--- config.mk ---
export PLATFORM = sky130hd
export DESIGN_NAME = skt_seq
export DESIGN_NICKNAME = d
export VERILOG_FILES = /design/src/skt_pkg.sv /design/src/skt_seq.sv
export SDC_FILE = /design/constraint.sdc
export NUM_CORES = 1
export LEC_CHECK = 0
export ABC_CLOCK_PERIOD_IN_PS = 2400
export BUFFER_PORTS_ARGS = -buffer_cell sky130_fd_sc_hd__buf_2
export CAP_MARGIN = 10
export CORE_MARGIN = 10
export CORE_UTILIZATION = 34
export DETAILED_ROUTE_END_ITERATION = 7
export PLACE_DENSITY_LB_ADDON = 0.3
export SYNTH_ARGS = -nofsm -noshare
export SYNTH_HDL_FRONTEND = slang
export SYNTH_SLANG_ARGS = --single-unit
export TNS_END_PERCENT = 30
--- constraint.sdc ---
create_clock -name clk -period 2.4 [get_ports clk]
set_clock_uncertainty 0.05 [all_clocks]
set_input_delay 0.12 -clock clk [delete_from_list [all_inputs] [get_ports clk]]
set_output_delay 0.12 -clock clk [all_outputs]
set_load 0.01 [all_outputs]
--- src/skt_pkg.sv ---
// ----------------------------------------------------------------------------
// skt_pkg
// Shared types, constants and the microcode program of the scalar Kalman
// time filter.
// ----------------------------------------------------------------------------
package skt_pkg;

    // default number of fraction bits of the covariance and gain
    localparam int FRAC_BITS_DEF = 24;

    // microcode address width
    localparam int PC_W = 5;

    localparam logic [63:0] TOP_BIT = 64'h8000_0000_0000_0000;
    localparam logic [63:0] MAX_POS = 64'h7FFF_FFFF_FFFF_FFFF;

    typedef logic [PC_W-1:0] pc_t;

    // datapath micro-operations
    typedef enum logic [3:0] {
        UOP_NOP,
        UOP_ACCEPT,
        UOP_LOAD,
        UOP_PRED,
        UOP_DIV,
        UOP_WB_DIV,
        UOP_MUL_AA,
        UOP_MUL_AC,
        UOP_WB_MUL,
        UOP_GAIN_BP,
        UOP_GAIN_DEN,
        UOP_DIFF,
        UOP_MUL_DK,
        UOP_UPDATE,
        UOP_EMIT
    } uop_t;

    // jump conditions
    typedef enum logic [2:0] {
        COND_NONE,
        COND_ALWAYS,
        COND_NO_IN,
        COND_FIRST,
        COND_EZERO,
        COND_BUSY,
        COND_OUT_BUSY
    } cond_t;

    // one control word
    typedef struct packed {
        uop_t  op;
        cond_t cond;
        pc_t   target;
    } ctl_t;

    // datapath status seen by the sequencer
    typedef struct packed {
        logic in_fire;
        logic first;
        logic ezero;
        logic busy;
        logic out_busy;
    } stat_t;

    // program labels
    localparam pc_t PC_IDLE     = 5'd0;
    localparam pc_t PC_FIRST    = 5'd1;
    localparam pc_t PC_PRED     = 5'd2;
    localparam pc_t PC_DIV_A    = 5'd3;
    localparam pc_t PC_WB_A     = 5'd4;
    localparam pc_t PC_MUL_AA   = 5'd5;
    localparam pc_t PC_WB_AA    = 5'd6;
    localparam pc_t PC_MUL_AC   = 5'd7;
    localparam pc_t PC_WB_AC    = 5'd8;
    localparam pc_t PC_GAIN_BP  = 5'd9;
    localparam pc_t PC_GAIN_DEN = 5'd10;
    localparam pc_t PC_DIV_K    = 5'd11;
    localparam pc_t PC_WB_K     = 5'd12;
    localparam pc_t PC_DIFF     = 5'd13;
    localparam pc_t PC_MUL_DK   = 5'd14;
    localparam pc_t PC_WB_DK    = 5'd15;
    localparam pc_t PC_UPDATE   = 5'd16;
    localparam pc_t PC_LOAD     = 5'd17;
    localparam pc_t PC_EMIT     = 5'd18;
    localparam pc_t PC_RET      = 5'd19;

    // microcode rom
    function automatic ctl_t ucode(input pc_t pc);
        ctl_t w;
        w = '{op: UOP_NOP, cond: COND_ALWAYS, target: PC_IDLE};
        unique case (pc)
            PC_IDLE:     w = '{op: UOP_ACCEPT,   cond: COND_NO_IN,    target: PC_IDLE};
            PC_FIRST:    w = '{op: UOP_NOP,      cond: COND_FIRST,    target: PC_LOAD};
            PC_PRED:     w = '{op: UOP_PRED,     cond: COND_EZERO,    target: PC_MUL_AA};
            PC_DIV_A:    w = '{op: UOP_DIV,      cond: COND_NONE,     target: PC_IDLE};
            PC_WB_A:     w = '{op: UOP_WB_DIV,   cond: COND_BUSY,     target: PC_WB_A};
            PC_MUL_AA:   w = '{op: UOP_MUL_AA,   cond: COND_NONE,     target: PC_IDLE};
            PC_WB_AA:    w = '{op: UOP_WB_MUL,   cond: COND_BUSY,     target: PC_WB_AA};
            PC_MUL_AC:   w = '{op: UOP_MUL_AC,   cond: COND_NONE,     target: PC_IDLE};
            PC_WB_AC:    w = '{op: UOP_WB_MUL,   cond: COND_BUSY,     target: PC_WB_AC};
            PC_GAIN_BP:  w = '{op: UOP_GAIN_BP,  cond: COND_NONE,     target: PC_IDLE};
            PC_GAIN_DEN: w = '{op: UOP_GAIN_DEN, cond: COND_NONE,     target: PC_IDLE};
            PC_DIV_K:    w = '{op: UOP_DIV,      cond: COND_NONE,     target: PC_IDLE};
            PC_WB_K:     w = '{op: UOP_WB_DIV,   cond: COND_BUSY,     target: PC_WB_K};
            PC_DIFF:     w = '{op: UOP_DIFF,     cond: COND_NONE,     target: PC_IDLE};
            PC_MUL_DK:   w = '{op: UOP_MUL_DK,   cond: COND_NONE,     target: PC_IDLE};
            PC_WB_DK:    w = '{op: UOP_WB_MUL,   cond: COND_BUSY,     target: PC_WB_DK};
            PC_UPDATE:   w = '{op: UOP_UPDATE,   cond: COND_ALWAYS,   target: PC_EMIT};
            PC_LOAD:     w = '{op: UOP_LOAD,     cond: COND_NONE,     target: PC_IDLE};
            PC_EMIT:     w = '{op: UOP_EMIT,     cond: COND_OUT_BUSY, target: PC_EMIT};
            PC_RET:      w = '{op: UOP_NOP,      cond: COND_ALWAYS,   target: PC_IDLE};
            default:     w = '{op: UOP_NOP,      cond: COND_ALWAYS,   target: PC_IDLE};
        endcase
        return w;
    endfunction

endpackage

--- src/skt_seq.sv ---
// ----------------------------------------------------------------------------
// skt_seq
// Microcode sequencer: step counter, control word rom and conditional jumps.
// ----------------------------------------------------------------------------
module skt_seq
    import skt_pkg::*;
(
    input  logic  clk,
    input  logic  rst_n,
    input  stat_t stat,
    output ctl_t  ctl
);

    pc_t  pc_reg, pc_next;
    ctl_t word;
    logic take;

    assign word = ucode(pc_reg);

    // jump condition decode
    always_comb
    begin
        take = 1'b0;
        unique case (word.cond)
            COND_NONE:     take = 1'b0;
            COND_ALWAYS:   take = 1'b1;
            COND_NO_IN:    take = !stat.in_fire;
            COND_FIRST:    take = stat.first;
            COND_EZERO:    take = stat.ezero;
            COND_BUSY:     take = stat.busy;
            COND_OUT_BUSY: take = stat.out_busy;
            default:       take = 1'b0;
        endcase
    end

    // next step
    always_comb
    begin
        pc_next = take ? word.target : pc_reg + pc_t'(1);
    end

    always_ff @(posedge clk or negedge rst_n)
    begin
        if (!rst_n)
        begin
            pc_reg <= PC_IDLE;
        end
        else
        begin
            pc_reg <= pc_next;
        end
    end

    assign ctl = word;

endmodule

==> results.py <==
metrics = {
    "min_path": {
        "hp-class": "input pin to asynchronous set/reset pin",
    },
    "sta": {
        "slew_headroom": 0.712,
        "hold_violations": 0,
        "finalSetupViolations": 0,
        "rsz0062_at_grt": "yes",
        "worst_pin_slew_ns": 0.427,
        "max_freq_ghz": 0.426,
        "period_share": 0.979,
        "fin_crit_ns": 2.35,
        "drv_slew": 0,
        "whs_ns": 0.156,
    },
    "floorplan": {
        "coreArea_um2": 2210,
        "die_area_um2": 4620,
        "die_w_um": 68.0,
        "io_pins": 19,
        "rows": 17,
        "die_h_um": 68.0,
        "initial_core_util": 0.354,
    },
    "global_routing": {
        "grt_pass1_wl_um": 3650,
        "antenna_found_initial": 0,
        "grt_pass1_vias": 766,
        "overflow": 0,
        "grt_max_degree": 16,
        "grtUsageTotal": 0.101,
    },
    "synth": {
        "synth_top_area_frac": 0.160,
        "avgSynthCellArea_um2": 8.32,
        "seq_area_frac_synth": 0.160,
        "synth_fp_nets": 108,
        "ys_ff_latch": 5,
        "async_flop_share": 1.00,
        "synthesis.area_um2": 782,
        "yosys_warnings": 0,
        "synth-edff-count": 0,
        "synthFlopType": "dfrtp_1",
        "yosys-top-cells-area": "dfrtp_1 16%, ha_1 11%, mux2_2 10%",
        "synth_cell_types": 38,
        "yosys.area.top_type": "dfrtp_1",
        "syn_inst": 94,
    },
    "critical_path": {
        "r2r_slack_ns": 0.05,
        "cp_max_fo": 5,
        "worstPathCellList": "inv_2 > ha_1 > or3b_1 > a21o_1 > o21a_1 > o32ai_4 > mux2_2",
        "crit_type": "flip-flop to flip-flop",
        "critPathCaptureType": "flip-flop",
        "critPathMaxStageDelay_ns": 0.40,
        "worstSetupStartpointType": "flip-flop",
        "slowest_stage": "dfrtp_1",
        "critical_path_required_ns": 2.48,
        "crit_arrival_ns": 2.43,
    },
    "place": {
        "hpwl_um": 1740,
        "io_buffers": 18,
        "place_inst": 145,
        "placed_area_um2": 962,
        "gp_congestion": 0.788,
    },
    "power_and_ir_drop": {
        "p_int_uw": 933,
        "seq_power_share": 0.103,
        "power.switching_uw": 863,
        "p_total_uw": 1800,
        "combPwrFrac": 0.840,
        "clkPwrFrac": 0.057,
        "cellPowerDensity_nw_per_um2": 1750,
        "switching_share": 0.480,
        "ir_drop_mv": 0.948,
        "leakage_uw": 0.000472,
    },
    "final_layout": {
        "final_area_um2": 1030,
        "utilization": 0.465,
        "mostFrequentLayoutCells": "18 x buf_2, 11 x buf_4, 8 x nor2_1, 7 x mux2_2",
        "final_layout_size_suffix_gt1_frac": 0.434,
        "final-instance-count-excl-fill": 150,
        "num_antenna_cells": 0,
        "syn2layout_area_growth_pct": 31.5,
        "final_common_cell": "buf_2",
        "largest_register_ffs": 5,
        "nFillCells": 226,
        "nNetsFinal": 137,
    },
    "clocking": {
        "cts.sinks": 5,
        "cts_buffer_depth": 2,
        "path_clk_slew_ns": 0.05,
        "insertion_delay_ns": 0.26,
        "post_cts_buffers": 0,
        "htree_levels": 1,
        "cts_tree": "built",
        "cts-root-buf": "clkbuf_4",
        "cts_buffers": 3,
    },
    "drt": {
        "vias": 773,
        "wirelength_um": 2180,
        "post_drt_wl_per_cell_um": 14.5,
        "drcViolationCount": 0,
        "drt-vias-per-instance": 5.15,
        "drtPass1Iterations": 4,
        "drt_iter0_drc": 39,
        "ant_nets": 0,
    },
    "run": {
        "cap_violations": 0,
    },
    "status": {
        "status": "finished clean",
    },
}
==> area by class of cell <==
class	instances	area (um^2)	share of cell area
multi-input cells	75	628	0.611
well taps	28	35.0	0.0341
flip-flops and latches	5	126	0.123
repair buffers	30	183	0.178
inverters	8	30.0	0.0292
clock buffers	4	26.3	0.0255
==> stage by stage <==
step	worst slack [ns]	setup TNS, ns
2_1_floorplan	0.0390	0
3_3_place_gp	0.0452	0
3_5_place_dp	-0.0105	-0.0143
4_1_cts	0.0142	0
5_1_grt	-0.0188	-0.0407
6_report	0.0506	0
==> synth_stat cells (2+ instances only) <==
cell type,count
nand2_1,6
a211oi_1,2
or2_2,2
inv_1,8
o22ai_1,4
nor3_1,2
nor2b_1,2
a21oi_1,5
mux2_2,7
clkbuf_1,2
mux2i_1,2
o21a_1,2
ha_1,7
dfrtp_1,5
a22oi_1,2
nor2_1,8
nor4bb_1,2
o21ai_0,3
a21o_1,2
nand3_1,2
xnor2_1,2
==> worst max-delay path: cells and delay by family (launching register included) <==
family | cells | cell delay [ns]
DFF | 1 | 0.40
muxes | 1 | 0.38
buffers and inverters | 1 | 0.08
AOI/OAI and AO/OA | 3 | 0.72
and+or+nand+nor | 1 | 0.38
adders and majority gates | 1 | 0.22
==> power groups by stage <==
stage          sequential [uW]  combinational (uW)  clock, uW
3_5_place_dp               178                1460          0
6_report                   185                1510        102
5_1_grt                    190                1650        111
4_1_cts                    181                1520        108
3_3_place_gp               178                1450          0
2_1_floorplan              171                1010          0
==> final timing paths <==
kind / from / to / cells past startpoint
worst max-delay path: pc_reg[1] / pc_reg[4] / 7
worst min-delay path: rst_n / pc_reg[1] / 2
worst max register to register: pc_reg[1] / pc_reg[4] / 7
worst min register to register: pc_reg[0] / pc_reg[0] / 3
max in group asynchronous: rst_n / pc_reg[0] / 2
min in group clk: stat[1] / pc_reg[0] / 4
==> routing by layer <==
| layer | wire length, um | GRT usage | part of all wire | vias to the layer above |
|---|---|---|---|---|
| li1 | - | - | - | 393 |
| met1 | 1020 | 0.131 | 0.47 | 364 |
| met2 | 1030 | 0.152 | 0.47 | 11 |
| met3 | 89 | 0.0212 | 0.041 | 5 |
| met4 | 40 | 0.0528 | 0.018 | 0 |
| met5 | 0 | 0 | 0 | - |
==> kinds of logic (layout without fill, tap and decap cells) <==
group	after synthesis	after routing	share of synthesized area
AOI/OAI and AO/OA	23	23	0.226
xor gates and xnor gates	2	2	0.0224
adders and majority gates	7	7	0.112
buffers and inverters	14	42	0.0832
DFF	5	5	0.160
muxes	10	10	0.155
and+or+nand+nor	33	33	0.242
==> what timing repair did <==
action,4_1_cts,5_1_grt
endpoints found under the hold margin,5,0
pin swaps,2,1
gates resized for setup,4,2
hold buffers,1,0
endpoints found under the setup margin,5,5
Note: power is estimated with default switching activity, not from simulation.
