`config.mk`:
```
export PLATFORM = sky130hd
export DESIGN_NAME = skt_div
export DESIGN_NICKNAME = d
export VERILOG_FILES = /design/src/skt_pkg.sv /design/src/skt_div.sv
export SDC_FILE = /design/constraint.sdc
export NUM_CORES = 1
export LEC_CHECK = 0
export ABC_AREA = 1
export BUFFER_PORTS_ARGS = -buffer_cell sky130_fd_sc_hd__buf_2
export CAP_MARGIN = 5
export CORE_MARGIN = 1.5
export CORE_UTILIZATION = 55
export DETAILED_ROUTE_END_ITERATION = 16
export GPL_TIMING_DRIVEN = 1
export HOLD_SLACK_MARGIN = 0.03
export PLACE_DENSITY = 0.81
export SYNTH_ARGS = -nofsm -noshare
export SYNTH_HDL_FRONTEND = slang
export SYNTH_SLANG_ARGS = --single-unit
```
`constraint.sdc`:
```
create_clock -name clk -period 4.05 [get_ports clk]
set_input_delay 1.215 -clock clk [delete_from_list [all_inputs] [get_ports clk]]
set_output_delay 1.215 -clock clk [all_outputs]
set_load 0.03 [all_outputs]
```
`src/skt_pkg.sv`:
```
// ----------------------------------------------------------------------------
// skt_pkg
// Shared types, constants and the microcode program of the scalar Kalman
// time filter.
// ----------------------------------------------------------------------------
package skt_pkg;

    // default number of fraction bits of the covariance and gain
    localparam int FRAC_BITS_DEF = 24;

    // microcode address width
    localparam int PC_W = 5;

    localparam logic [63:0] TOP_BIT = 64'h8000_0000_0000_0000;
    localparam logic [63:0] MAX_POS = 64'h7FFF_FFFF_FFFF_FFFF;

    typedef logic [PC_W-1:0] pc_t;

    // datapath micro-operations
    typedef enum logic [3:0] {
        UOP_NOP,
        UOP_ACCEPT,
        UOP_LOAD,
        UOP_PRED,
        UOP_DIV,
        UOP_WB_DIV,
        UOP_MUL_AA,
        UOP_MUL_AC,
        UOP_WB_MUL,
        UOP_GAIN_BP,
        UOP_GAIN_DEN,
        UOP_DIFF,
        UOP_MUL_DK,
        UOP_UPDATE,
        UOP_EMIT
    } uop_t;

    // jump conditions
    typedef enum logic [2:0] {
        COND_NONE,
        COND_ALWAYS,
        COND_NO_IN,
        COND_FIRST,
        COND_EZERO,
        COND_BUSY,
        COND_OUT_BUSY
    } cond_t;

    // one control word
    typedef struct packed {
        uop_t  op;
        cond_t cond;
        pc_t   target;
    } ctl_t;

    // datapath status seen by the sequencer
    typedef struct packed {
        logic in_fire;
        logic first;
        logic ezero;
        logic busy;
        logic out_busy;
    } stat_t;

    // program labels
    localparam pc_t PC_IDLE     = 5'd0;
    localparam pc_t PC_FIRST    = 5'd1;
    localparam pc_t PC_PRED     = 5'd2;
    localparam pc_t PC_DIV_A    = 5'd3;
    localparam pc_t PC_WB_A     = 5'd4;
    localparam pc_t PC_MUL_AA   = 5'd5;
    localparam pc_t PC_WB_AA    = 5'd6;
    localparam pc_t PC_MUL_AC   = 5'd7;
    localparam pc_t PC_WB_AC    = 5'd8;
    localparam pc_t PC_GAIN_BP  = 5'd9;
    localparam pc_t PC_GAIN_DEN = 5'd10;
    localparam pc_t PC_DIV_K    = 5'd11;
    localparam pc_t PC_WB_K     = 5'd12;
    localparam pc_t PC_DIFF     = 5'd13;
    localparam pc_t PC_MUL_DK   = 5'd14;
    localparam pc_t PC_WB_DK    = 5'd15;
    localparam pc_t PC_UPDATE   = 5'd16;
    localparam pc_t PC_LOAD     = 5'd17;
    localparam pc_t PC_EMIT     = 5'd18;
    localparam pc_t PC_RET      = 5'd19;

    // microcode rom
    function automatic ctl_t ucode(input pc_t pc);
        ctl_t w;
        w = '{op: UOP_NOP, cond: COND_ALWAYS, target: PC_IDLE};
        unique case (pc)
            PC_IDLE:     w = '{op: UOP_ACCEPT,   cond: COND_NO_IN,    target: PC_IDLE};
            PC_FIRST:    w = '{op: UOP_NOP,      cond: COND_FIRST,    target: PC_LOAD};
            PC_PRED:     w = '{op: UOP_PRED,     cond: COND_EZERO,    target: PC_MUL_AA};
            PC_DIV_A:    w = '{op: UOP_DIV,      cond: COND_NONE,     target: PC_IDLE};
            PC_WB_A:     w = '{op: UOP_WB_DIV,   cond: COND_BUSY,     target: PC_WB_A};
            PC_MUL_AA:   w = '{op: UOP_MUL_AA,   cond: COND_NONE,     target: PC_IDLE};
            PC_WB_AA:    w = '{op: UOP_WB_MUL,   cond: COND_BUSY,     target: PC_WB_AA};
            PC_MUL_AC:   w = '{op: UOP_MUL_AC,   cond: COND_NONE,     target: PC_IDLE};
            PC_WB_AC:    w = '{op: UOP_WB_MUL,   cond: COND_BUSY,     target: PC_WB_AC};
            PC_GAIN_BP:  w = '{op: UOP_GAIN_BP,  cond: COND_NONE,     target: PC_IDLE};
            PC_GAIN_DEN: w = '{op: UOP_GAIN_DEN, cond: COND_NONE,     target: PC_IDLE};
            PC_DIV_K:    w = '{op: UOP_DIV,      cond: COND_NONE,     target: PC_IDLE};
            PC_WB_K:     w = '{op: UOP_WB_DIV,   cond: COND_BUSY,     target: PC_WB_K};
            PC_DIFF:     w = '{op: UOP_DIFF,     cond: COND_NONE,     target: PC_IDLE};
            PC_MUL_DK:   w = '{op: UOP_MUL_DK,   cond: COND_NONE,     target: PC_IDLE};
            PC_WB_DK:    w = '{op: UOP_WB_MUL,   cond: COND_BUSY,     target: PC_WB_DK};
            PC_UPDATE:   w = '{op: UOP_UPDATE,   cond: COND_ALWAYS,   target: PC_EMIT};
            PC_LOAD:     w = '{op: UOP_LOAD,     cond: COND_NONE,     target: PC_IDLE};
            PC_EMIT:     w = '{op: UOP_EMIT,     cond: COND_OUT_BUSY, target: PC_EMIT};
            PC_RET:      w = '{op: UOP_NOP,      cond: COND_ALWAYS,   target: PC_IDLE};
            default:     w = '{op: UOP_NOP,      cond: COND_ALWAYS,   target: PC_IDLE};
        endcase
        return w;
    endfunction

endpackage

```
`src/skt_div.sv`:
```
// ----------------------------------------------------------------------------
// skt_div
// Restoring divider, one quotient bit per cycle: floor(num * 2^FRAC_BITS / den)
// saturated to 64 bits. The divisor is never zero.
// ----------------------------------------------------------------------------
module skt_div
    import skt_pkg::*;
#(
    parameter int FRAC_BITS = FRAC_BITS_DEF
)
(
    input  logic        clk,
    input  logic        rst_n,
    input  logic        start,
    input  logic [63:0] num,
    input  logic [63:0] den,
    output logic        busy,
    output logic [63:0] result
);

    localparam int QW    = 64 + FRAC_BITS;
    localparam int CNT_W = $clog2(QW + 1);

    logic [QW-1:0]    q_reg, q_next;
    logic [63:0]      rem_reg, rem_next;
    logic [63:0]      den_reg, den_next;
    logic [CNT_W-1:0] cnt_reg, cnt_next;
    logic             busy_reg, busy_next;

    logic [64:0]      trial;
    logic [64:0]      diff;
    logic             ge;

    // one restoring step
    assign trial = {rem_reg, q_reg[QW-1]};
    assign ge    = trial >= {1'b0, den_reg};
    assign diff  = trial - {1'b0, den_reg};

    always_comb
    begin
        q_next    = q_reg;
        rem_next  = rem_reg;
        den_next  = den_reg;
        cnt_next  = cnt_reg;
        busy_next = busy_reg;
        if (start)
        begin
            q_next    = {num, {FRAC_BITS{1'b0}}};
            rem_next  = '0;
            den_next  = den;
            cnt_next  = '0;
            busy_next = 1'b1;
        end
        else if (busy_reg)
        begin
            q_next   = {q_reg[QW-2:0], ge};
            rem_next = ge ? diff[63:0] : trial[63:0];
            cnt_next = cnt_reg + CNT_W'(1);
            if (cnt_reg == CNT_W'(QW - 1))
            begin
                busy_next = 1'b0;
            end
        end
    end

    // control registers
    always_ff @(posedge clk or negedge rst_n)
    begin
        if (!rst_n)
        begin
            busy_reg <= 1'b0;
            cnt_reg  <= '0;
        end
        else
        begin
            busy_reg <= busy_next;
            cnt_reg  <= cnt_next;
        end
    end

    // quotient and remainder registers
    always_ff @(posedge clk)
    begin
        q_reg   <= q_next;
        rem_reg <= rem_next;
        den_reg <= den_next;
    end

    // saturate a quotient that does not fit 64 bits
    assign result = (|q_reg[QW-1:64]) ? {64{1'b1}} : q_reg[63:0];
    assign busy   = busy_reg;

endmodule

```
==> summary.txt <==
Setup path
  – CP Class: reg -> out
  – Worst reg2reg startpoint: den_reg[54]
  – Req. time, crit path: 2.83 ns
  – Worst setup EP type: primary output
  – Startpoint types: register
  – FF-to-FF path depth: 15
  – R2r setup slk: 0.94 ns
  – Crit path max fanout: 64
  – Crit path DAT: 2.52 ns
  – Crit Reg-Reg Endpoint: rem_reg[60]

Finish
  – Share of cells above drive strength 1: 0.116
  – Most frequent cells in the layout: 794 x nand2_1, 480 x inv_1, 194 x buf_2
  – Final nets: 2623
  – Area Growth Syn to Fin: 13.6%
  – Max reg flops: 88
  – Final design utilization: 0.639
  – Antenna cells: 0
  – Commonest non-fill, non-tap cell in the layout: nand2_1

Synth
  – Synth Flop Type: edfxtp_1
  – Synthesized area per cell: 6.76 sq um
  – Flops & latches, synth: 224
  – Count of warnings emitted by yosys: 0
  – Post-synth top area cell: edfxtp_1
  – Post-synthesis async set-or-reset flop share: 0.0357
  – Yosys cell types: 41
  – Synth Net Count: 2449
  – Synthesized cell area: 15200 sq um
  – Synth area leaders: edfxtp_1 25%, nand2_1 20%, inv_1 12%
  – Post-synth EDFFs: 128
  – Sequential area share after synthesis: 0.382
  – Syn Inst Count: 2252
  – Synth top area share: 0.253

Die
  – Starting Density: 0.563
  – Core Box Area: 27000 sq um
  – Width of the die: 169 microns
  – FP Rows: 60
  – Die area: 28700 sq um
  – IO Pins: 196
  – Die Height: 169 microns

Clock tree
  – Clock latency on the worst-skew pair: 0.54 ns
  – Setup bufs post-CTS: 0
  – Root Driver: clkbuf_16
  – CTS buffer count: 24
  – CTS max path bufs: 3
  – Post-CTS sizing: 0
  – Clock-pin slew of the registers on the worst-case setup and hold paths: 0.07 ns
  – CTS tree: done
  – H-Tree Depth: 1
  – Cts hold-fix bufs: 0
  – TritonCTS Sinks: 224

Timing
  – Slew margin rel.: 0.394
  – Final Max Tran Viols: 0
  – RSZ-0062 raised after global routing: false
  – TNS Setup: 0 ns
  – Final setup violation count: 0
  – Clock skew: 0.0112 ns
  – Final Hold Viols: 0
  – Fmax: 0.268 GHz
  – Final period util: 0.921
  – Crit path time final: 3.73 ns
  – Worst slew pin tran: 0.909 ns

GRT
  – First-pass GRT wire length: 72.0 mm
  – Initial antenna violation count: 1
  – Gr ovfl total: 0
  – Vias in the first global route: 13.7k
  – Largest net degree at the start of global routing: 83
  – Tot GR Track Use: 0.324

Placement
  – Hpwl dp: 36.4 mm
  – GPL Wtd Cong: 0.978
  – Port Buf Inserts: 195

Power
  – Leakage: 8.94 nW
  – Worst VDD drop: 0.301 mV
  – PwrDens: 423 nW/um^2

Routing
  – Routed Antenna Nets: 0
  – Via-per-instance ratio: 5.31
  – Drt total wl: 46.9 mm
  – Initial drt markers: 1228
  – DR WL/cell: 16.8 microns
  – # DRC: 0
  – 1st-pass router iterations: 5
  – DR vias: 14.8k

Worst hold path
  – Hold Crit Depth: 2
  – Worst Hold Class: reg -> reg
  – Hold Path Sink: rem_reg[30]
  – Hold_sp: rem_reg[30]

Run
  – MaxCap Viol Count: 0

Outcome
  – Status: complete, no violations
-- through the flow --
step                power (mW)  worst slack, ns  instances  area [sq um]  hold slack [ns]
floorplan                 4.42             1.03       2252         15200            0.444
global placement          4.99             1.00       2741         16500            0.456
detailed placement        5.02            0.900       2741         16500            0.458
CTS                       7.28            0.302       2785         17300            0.473
global route              7.68            0.139       2785         17300            0.490
finish                    7.30            0.318       2785         17300            0.475
-- kinds of logic (layout without fill, tap and decap cells) --
logic type,count (synthesis),after routing,share of synthesized area
buf+inv,543,735,0.139
flops,224,224,0.382
compound gates,210,210,0.0774
xor+xnor,31,31,0.0178
fa+ha+maj,66,66,0.0548
simple gates,1178,1178,0.330
-- critical path, cell delays in order (launching register included) --
cell      delay, ns
edfxtp_1       0.42
nor4_1         0.32
nand4_1        0.21
nor3_4         0.14
buf_4          0.51
nand2_1        0.14
buf_2          0.21
-- power breakdown --
| part | internal [mW] | switching (mW) | leakage [nW] |
|---|---|---|---|
| logic | 0.765 | 1.51 | 6.39 |
| clock network | 1.32 | 0.951 | 0.403 |
| registers | 2.64 | 0.115 | 2.15 |
| total | 4.73 | 2.58 | 8.94 |
-- cell usage after synthesis (7+ instances only) --
cell,n
ha_1,65
nor2_2,7
dfxtp_1,88
nand3b_1,25
o21ai_1,25
nand3_2,18
o21ai_0,73
o22ai_1,23
o21bai_1,9
xnor2_1,26
nand3_1,163
nand4_1,20
a21oi_1,60
a22o_1,17
nand2_1,794
inv_1,480
edfxtp_1,128
nor3_1,19
dfrtp_1,8
clkbuf_1,46
nor2_1,107
and2_1,7
-- worst max path at each step --
stage	startpoint	to	slack, ns	depth (start not counted)
floorplan	start	q_reg[24]	1.03	4
global placement	q_reg[76]	result[4]	1.00	6
detailed placement	q_reg[77]	result[22]	0.90	6
CTS	q_reg[77]	result[22]	0.30	6
global route	q_reg[72]	result[3]	0.14	6
finish	q_reg[77]	result[22]	0.32	6
-- metal layers --
layer,part of all wire,up-vias,GRT usage
met5,0.00021,-,0
met4,0.033,2,0.103
met3,0.074,86,0.0408
met2,0.46,625,0.543
met1,0.43,6731,0.436
li1,-,7344,-
-- area by class of cell --
cell class,count,area (sq um)
clock buffer,35,726
clock inverter,9,97.6
fill,2431,9750
inverter,485,1820
multi-input combinational,1485,7310
sequential,224,5810
tap,341,427
timing repair buffer,206,1090
Note: power is estimated with default switching activity, not from simulation.
