**config.mk**
```make
export PLATFORM = sky130hd
export DESIGN_NAME = skt_mul
export DESIGN_NICKNAME = d
export VERILOG_FILES = /design/src/skt_pkg.sv /design/src/skt_mul.sv
export SDC_FILE = /design/constraint.sdc
export NUM_CORES = 2
export LEC_CHECK = 0
export BUFFER_PORTS_ARGS = -buffer_cell sky130_fd_sc_hd__buf_4
export CAP_MARGIN = 20
export CORE_UTILIZATION = 45
export CTS_CLUSTER_DIAMETER = 40
export CTS_CLUSTER_SIZE = 12
export DETAILED_ROUTE_END_ITERATION = 10
export PLACE_DENSITY = 0.65
export RECOVER_POWER = 100
export SKIP_LAST_GASP = 1
export SLEW_MARGIN = 20
export SYNTH_ARGS = -nofsm -noshare
export SYNTH_HDL_FRONTEND = slang
export SYNTH_SLANG_ARGS = --single-unit
```
**constraint.sdc**
```tcl
create_clock -name clk -period 21.3 [get_ports clk]
set_input_delay 4.26 -clock clk [delete_from_list [all_inputs] [get_ports clk]]
set_output_delay 4.26 -clock clk [all_outputs]
set_load 0.02 [all_outputs]
```
**src/skt_pkg.sv**
```systemverilog
// ----------------------------------------------------------------------------
// skt_pkg
// Shared types, constants and the microcode program of the scalar Kalman
// time filter.
// ----------------------------------------------------------------------------
package skt_pkg;

    // default number of fraction bits of the covariance and gain
    localparam int FRAC_BITS_DEF = 24;

    // microcode address width
    localparam int PC_W = 5;

    localparam logic [63:0] TOP_BIT = 64'h8000_0000_0000_0000;
    localparam logic [63:0] MAX_POS = 64'h7FFF_FFFF_FFFF_FFFF;

    typedef logic [PC_W-1:0] pc_t;

    // datapath micro-operations
    typedef enum logic [3:0] {
        UOP_NOP,
        UOP_ACCEPT,
        UOP_LOAD,
        UOP_PRED,
        UOP_DIV,
        UOP_WB_DIV,
        UOP_MUL_AA,
        UOP_MUL_AC,
        UOP_WB_MUL,
        UOP_GAIN_BP,
        UOP_GAIN_DEN,
        UOP_DIFF,
        UOP_MUL_DK,
        UOP_UPDATE,
        UOP_EMIT
    } uop_t;

    // jump conditions
    typedef enum logic [2:0] {
        COND_NONE,
        COND_ALWAYS,
        COND_NO_IN,
        COND_FIRST,
        COND_EZERO,
        COND_BUSY,
        COND_OUT_BUSY
    } cond_t;

    // one control word
    typedef struct packed {
        uop_t  op;
        cond_t cond;
        pc_t   target;
    } ctl_t;

    // datapath status seen by the sequencer
    typedef struct packed {
        logic in_fire;
        logic first;
        logic ezero;
        logic busy;
        logic out_busy;
    } stat_t;

    // program labels
    localparam pc_t PC_IDLE     = 5'd0;
    localparam pc_t PC_FIRST    = 5'd1;
    localparam pc_t PC_PRED     = 5'd2;
    localparam pc_t PC_DIV_A    = 5'd3;
    localparam pc_t PC_WB_A     = 5'd4;
    localparam pc_t PC_MUL_AA   = 5'd5;
    localparam pc_t PC_WB_AA    = 5'd6;
    localparam pc_t PC_MUL_AC   = 5'd7;
    localparam pc_t PC_WB_AC    = 5'd8;
    localparam pc_t PC_GAIN_BP  = 5'd9;
    localparam pc_t PC_GAIN_DEN = 5'd10;
    localparam pc_t PC_DIV_K    = 5'd11;
    localparam pc_t PC_WB_K     = 5'd12;
    localparam pc_t PC_DIFF     = 5'd13;
    localparam pc_t PC_MUL_DK   = 5'd14;
    localparam pc_t PC_WB_DK    = 5'd15;
    localparam pc_t PC_UPDATE   = 5'd16;
    localparam pc_t PC_LOAD     = 5'd17;
    localparam pc_t PC_EMIT     = 5'd18;
    localparam pc_t PC_RET      = 5'd19;

    // microcode rom
    function automatic ctl_t ucode(input pc_t pc);
        ctl_t w;
        w = '{op: UOP_NOP, cond: COND_ALWAYS, target: PC_IDLE};
        unique case (pc)
            PC_IDLE:     w = '{op: UOP_ACCEPT,   cond: COND_NO_IN,    target: PC_IDLE};
            PC_FIRST:    w = '{op: UOP_NOP,      cond: COND_FIRST,    target: PC_LOAD};
            PC_PRED:     w = '{op: UOP_PRED,     cond: COND_EZERO,    target: PC_MUL_AA};
            PC_DIV_A:    w = '{op: UOP_DIV,      cond: COND_NONE,     target: PC_IDLE};
            PC_WB_A:     w = '{op: UOP_WB_DIV,   cond: COND_BUSY,     target: PC_WB_A};
            PC_MUL_AA:   w = '{op: UOP_MUL_AA,   cond: COND_NONE,     target: PC_IDLE};
            PC_WB_AA:    w = '{op: UOP_WB_MUL,   cond: COND_BUSY,     target: PC_WB_AA};
            PC_MUL_AC:   w = '{op: UOP_MUL_AC,   cond: COND_NONE,     target: PC_IDLE};
            PC_WB_AC:    w = '{op: UOP_WB_MUL,   cond: COND_BUSY,     target: PC_WB_AC};
            PC_GAIN_BP:  w = '{op: UOP_GAIN_BP,  cond: COND_NONE,     target: PC_IDLE};
            PC_GAIN_DEN: w = '{op: UOP_GAIN_DEN, cond: COND_NONE,     target: PC_IDLE};
            PC_DIV_K:    w = '{op: UOP_DIV,      cond: COND_NONE,     target: PC_IDLE};
            PC_WB_K:     w = '{op: UOP_WB_DIV,   cond: COND_BUSY,     target: PC_WB_K};
            PC_DIFF:     w = '{op: UOP_DIFF,     cond: COND_NONE,     target: PC_IDLE};
            PC_MUL_DK:   w = '{op: UOP_MUL_DK,   cond: COND_NONE,     target: PC_IDLE};
            PC_WB_DK:    w = '{op: UOP_WB_MUL,   cond: COND_BUSY,     target: PC_WB_DK};
            PC_UPDATE:   w = '{op: UOP_UPDATE,   cond: COND_ALWAYS,   target: PC_EMIT};
            PC_LOAD:     w = '{op: UOP_LOAD,     cond: COND_NONE,     target: PC_IDLE};
            PC_EMIT:     w = '{op: UOP_EMIT,     cond: COND_OUT_BUSY, target: PC_EMIT};
            PC_RET:      w = '{op: UOP_NOP,      cond: COND_ALWAYS,   target: PC_IDLE};
            default:     w = '{op: UOP_NOP,      cond: COND_ALWAYS,   target: PC_IDLE};
        endcase
        return w;
    endfunction

endpackage

```
**src/skt_mul.sv**
```systemverilog
// ----------------------------------------------------------------------------
// skt_mul
// Multi-cycle 64x64 fixed-point multiplier: four 32x32 partial products,
// result shifted down by FRAC_BITS and saturated to 64 bits.
// ----------------------------------------------------------------------------
module skt_mul
    import skt_pkg::*;
#(
    parameter int FRAC_BITS = FRAC_BITS_DEF
)
(
    input  logic        clk,
    input  logic        rst_n,
    input  logic        start,
    input  logic [63:0] a,
    input  logic [63:0] b,
    output logic        busy,
    output logic [63:0] result
);

    logic [63:0]  a_reg, a_next;
    logic [63:0]  b_reg, b_next;
    logic [63:0]  pp_reg, pp_next;
    logic [1:0]   sh_reg, sh_next;
    logic         pp_vld_reg, pp_vld_next;
    logic [2:0]   cnt_reg, cnt_next;
    logic [127:0] acc_reg, acc_next;
    logic         busy_reg, busy_next;

    logic [31:0]  op_a;
    logic [31:0]  op_b;
    logic [1:0]   op_sh;
    logic         ovf;

    // partial product selection
    always_comb
    begin
        op_a  = a_reg[31:0];
        op_b  = b_reg[31:0];
        op_sh = 2'd0;
        case (cnt_reg[1:0])
            2'd0:
            begin
                op_a  = a_reg[31:0];
                op_b  = b_reg[31:0];
                op_sh = 2'd0;
            end
            2'd1:
            begin
                op_a  = a_reg[31:0];
                op_b  = b_reg[63:32];
                op_sh = 2'd1;
            end
            2'd2:
            begin
                op_a  = a_reg[63:32];
                op_b  = b_reg[31:0];
                op_sh = 2'd1;
            end
            default:
            begin
                op_a  = a_reg[63:32];
                op_b  = b_reg[63:32];
                op_sh = 2'd2;
            end
        endcase
    end

    // multiply one partial product, accumulate the previous one
    always_comb
    begin
        a_next      = a_reg;
        b_next      = b_reg;
        pp_next     = pp_reg;
        sh_next     = sh_reg;
        pp_vld_next = 1'b0;
        cnt_next    = cnt_reg;
        acc_next    = acc_reg;
        busy_next   = busy_reg;
        if (start)
        begin
            a_next    = a;
            b_next    = b;
            cnt_next  = 3'd0;
            acc_next  = '0;
            busy_next = 1'b1;
        end
        else if (busy_reg)
        begin
            if (cnt_reg != 3'd4)
            begin
                pp_next     = 64'(op_a) * 64'(op_b);
                sh_next     = op_sh;
                pp_vld_next = 1'b1;
            end
            if (pp_vld_reg)
            begin
                acc_next = acc_reg + ({64'd0, pp_reg} << {sh_reg, 5'd0});
            end
            cnt_next = cnt_reg + 3'd1;
            if (cnt_reg == 3'd4)
            begin
                busy_next = 1'b0;
            end
        end
    end

    // control registers
    always_ff @(posedge clk or negedge rst_n)
    begin
        if (!rst_n)
        begin
            busy_reg   <= 1'b0;
            pp_vld_reg <= 1'b0;
            cnt_reg    <= 3'd0;
        end
        else
        begin
            busy_reg   <= busy_next;
            pp_vld_reg <= pp_vld_next;
            cnt_reg    <= cnt_next;
        end
    end

    // operand and accumulator registers
    always_ff @(posedge clk)
    begin
        a_reg   <= a_next;
        b_reg   <= b_next;
        pp_reg  <= pp_next;
        sh_reg  <= sh_next;
        acc_reg <= acc_next;
    end

    // scale down and saturate
    assign ovf    = |acc_reg[127:64+FRAC_BITS];
    assign result = ovf ? {64{1'b1}} : acc_reg[64+FRAC_BITS-1:FRAC_BITS];
    assign busy   = busy_reg;

endmodule

```
==> run metrics <==
Critical Path End Type=flop; Die H=345 um; fillers=11200; Worst Path Required=21.73 ns; CP peak stage delay=2.64 ns; row count=125; post-cts gate resize count=0; maximum clock path buffer count=3; Hold Crit Class=reg -> reg; Clock transition at path regs=0.06 ns; failing checks=max-capacitance violations, max-slew violations; CP Class=reg -> reg; Iteration-0 DRC Markers=3684; sequential area share after synthesis=16.1%; Clock Latency Late Sink=0.70 ns; total grt overflow=0; syn_nets=7430; synthesis-to-finish area growth=8.96%; HPWL Detailed=141000 um; first-pass GRT wire length=269000 um; RSZ-0062 raised after global routing=no; Layout Nets=7449; max reg flops=128; cell count after synthesis=6007; Hold-fix buffers, CTS=0; Core Box Area=116000 um2; Synth Flop Type=edfxtp_1; worst setup path endpoint=pp_reg[63]; Mapped Area=52900 um2; DIE WIDTH=345 um; r2r startpoint=cnt_reg[0]; register area=8510 um2; Diodes inserted=0; H-tree levels=2; postcts setup bufs=0; capturing point of the worst reg2reg path=pp_reg[63]; synth unique cells=79; min cycle time layout=15.24 ns; fmax=65.6 MHz; status=complete, but fails checks; FF+latch count, synth=327; IO buf count=195; ys async rst share=1.53%; kind of start point of the critical path=flop; total track usage=30.4%; layout cells sized above 1=6.96%; DR WL/cell=23.6 um; Synth Warn #=0; vias per inst=5.70; max-cap violation count=9; DRT antenna net count=0; max-slew violation count=459; Total Neg Setup Slack=0 ns; Worst Tran Pin Value=3.96 ns; CTS root buf=clkbuf_16; Layout Skew=0.0622 ns; Vias=43300; DRT Pass-1 Iters=6; vias in the first global route=44200; multi-input logic area=40000 um2; CTS tree=yes; I/O pin count=196; number of flops mapped to enable cells by yosys=194; Hold WS=0.455 ns; number of antenna violations at the first check in global routing=5; Final Routed Wirelength=179000 um; fin crit share=71.5%; Sink Count=327; GP Congestion=1.02; Final setup viols=0; Num CTS Buffers=60; Worst path slowest cell=clkbuf_1; final core utilization=49.5%; commonest non-fill, non-tap cell in the layout=inv_1; Initial Util=45.5%; CP arrival=15.67 ns; reg-to-reg setup timing slack=6.06 ns; Worst path most repeated cell=fa_1; largest net degree at the start of global routing=81; die area=119000 um2; drt drc=0; most frequent cells in the layout=937 x inv_1, 897 x fa_1, 820 x nand2_1; Syn Area/Cell=8.81 um2; worst-path fanout max=45; Fin. Hold Viols=0; Slew headroom=-164%; cells on worst reg2reg path=32; Crit. Startpoint=cnt_reg[0]
critical path, delay by kind of cell (launching register included):
kind                     cells  cell delay (ns)
AO/OA/AOI/OAI               12             3.08
XOR/XNOR                     1             0.13
adder cells (fa/ha/maj)     10             4.68
buffers and inverters        6             2.92
flip-flops                   1             0.43
multiplexers                 1             1.96
AND/OR/NAND/NOR              2             1.70
cell families after synthesis:
logic type	after synthesis	synth area share, %
and+or+nand+nor	1953	15.7
adders and majority gates	1292	43.3
buffers and inverters	1240	8.82
AOI/OAI and AO/OA	862	10.1
DFF	327	16.1
xor gates and xnor gates	176	2.91
muxes	157	3.12
layout make-up:
cell class	count	share of cell area (%)
Multi-Input combinational cell	4440	69.5
Clock buffer	64	2.67
Tap cell	1524	3.31
Sequential cell	327	14.8
Timing Repair Buffer	260	2.90
Clock inverter	47	0.801
Inverter	937	6.10
per-stage QoR:
step / instances / cell area, um2 / worst slack, ns
floorplan: 6007 / 52900 / 11.94
global placement: 7488 / 55900 / 10.60
detailed placement: 7488 / 56000 / 10.38
CTS: 7599 / 58000 / 10.33
global route: 7599 / 57600 / 5.38
finish: 7599 / 57600 / 6.06
layer usage:
metal,global-route usage [%],wire [um]
met3,7.37,18200
met2,47.7,79800
met4,16.7,11700
met1,38.6,69600
met5,0,67
worst min path at each step:
stage / slack [ns] / start / depth (start not counted) / end
6_report: 0.46 / acc_reg[21] / 2 / acc_reg[21]
5_1_grt: 0.48 / acc_reg[16] / 2 / acc_reg[16]
4_1_cts: 0.46 / acc_reg[15] / 2 / acc_reg[15]
3_5_place_dp: 0.45 / acc_reg[15] / 2 / acc_reg[15]
3_3_place_gp: 0.44 / acc_reg[5] / 2 / acc_reg[5]
2_1_floorplan: 0.44 / acc_reg[10] / 2 / acc_reg[10]
cell usage after synthesis (all sizes together), types with 14 or more instances:
master / instances / share of area [%]
or3: 15 / 0.18
edfxtp: 194 / 11
a211oi: 15 / 0.21
a21oi: 347 / 3.3
o21a: 33 / 0.47
buf: 22 / 0.18
and3: 14 / 0.17
o21ai: 169 / 1.6
a21o: 116 / 1.6
xor2: 65 / 1.1
fa: 897 / 34
nand2: 821 / 5.8
a22o: 33 / 0.55
nor3: 28 / 0.26
nor2b: 47 / 0.58
o21bai: 45 / 0.64
nor4: 20 / 0.24
nand3: 32 / 0.30
nor2: 740 / 5.3
nand4: 85 / 1.0
xnor2: 111 / 1.8
a31oi: 23 / 0.27
mux2: 62 / 1.3
clkbuf: 281 / 2.0
mux2i: 95 / 1.8
and2: 48 / 0.57
inv: 937 / 6.6
dfxtp: 128 / 4.8
ha: 395 / 9.3
nand2b: 78 / 0.92
Power is left out: the tool's default activity adds up to more than one toggle a clock period on the data nets, which glitch-free logic cannot reach.
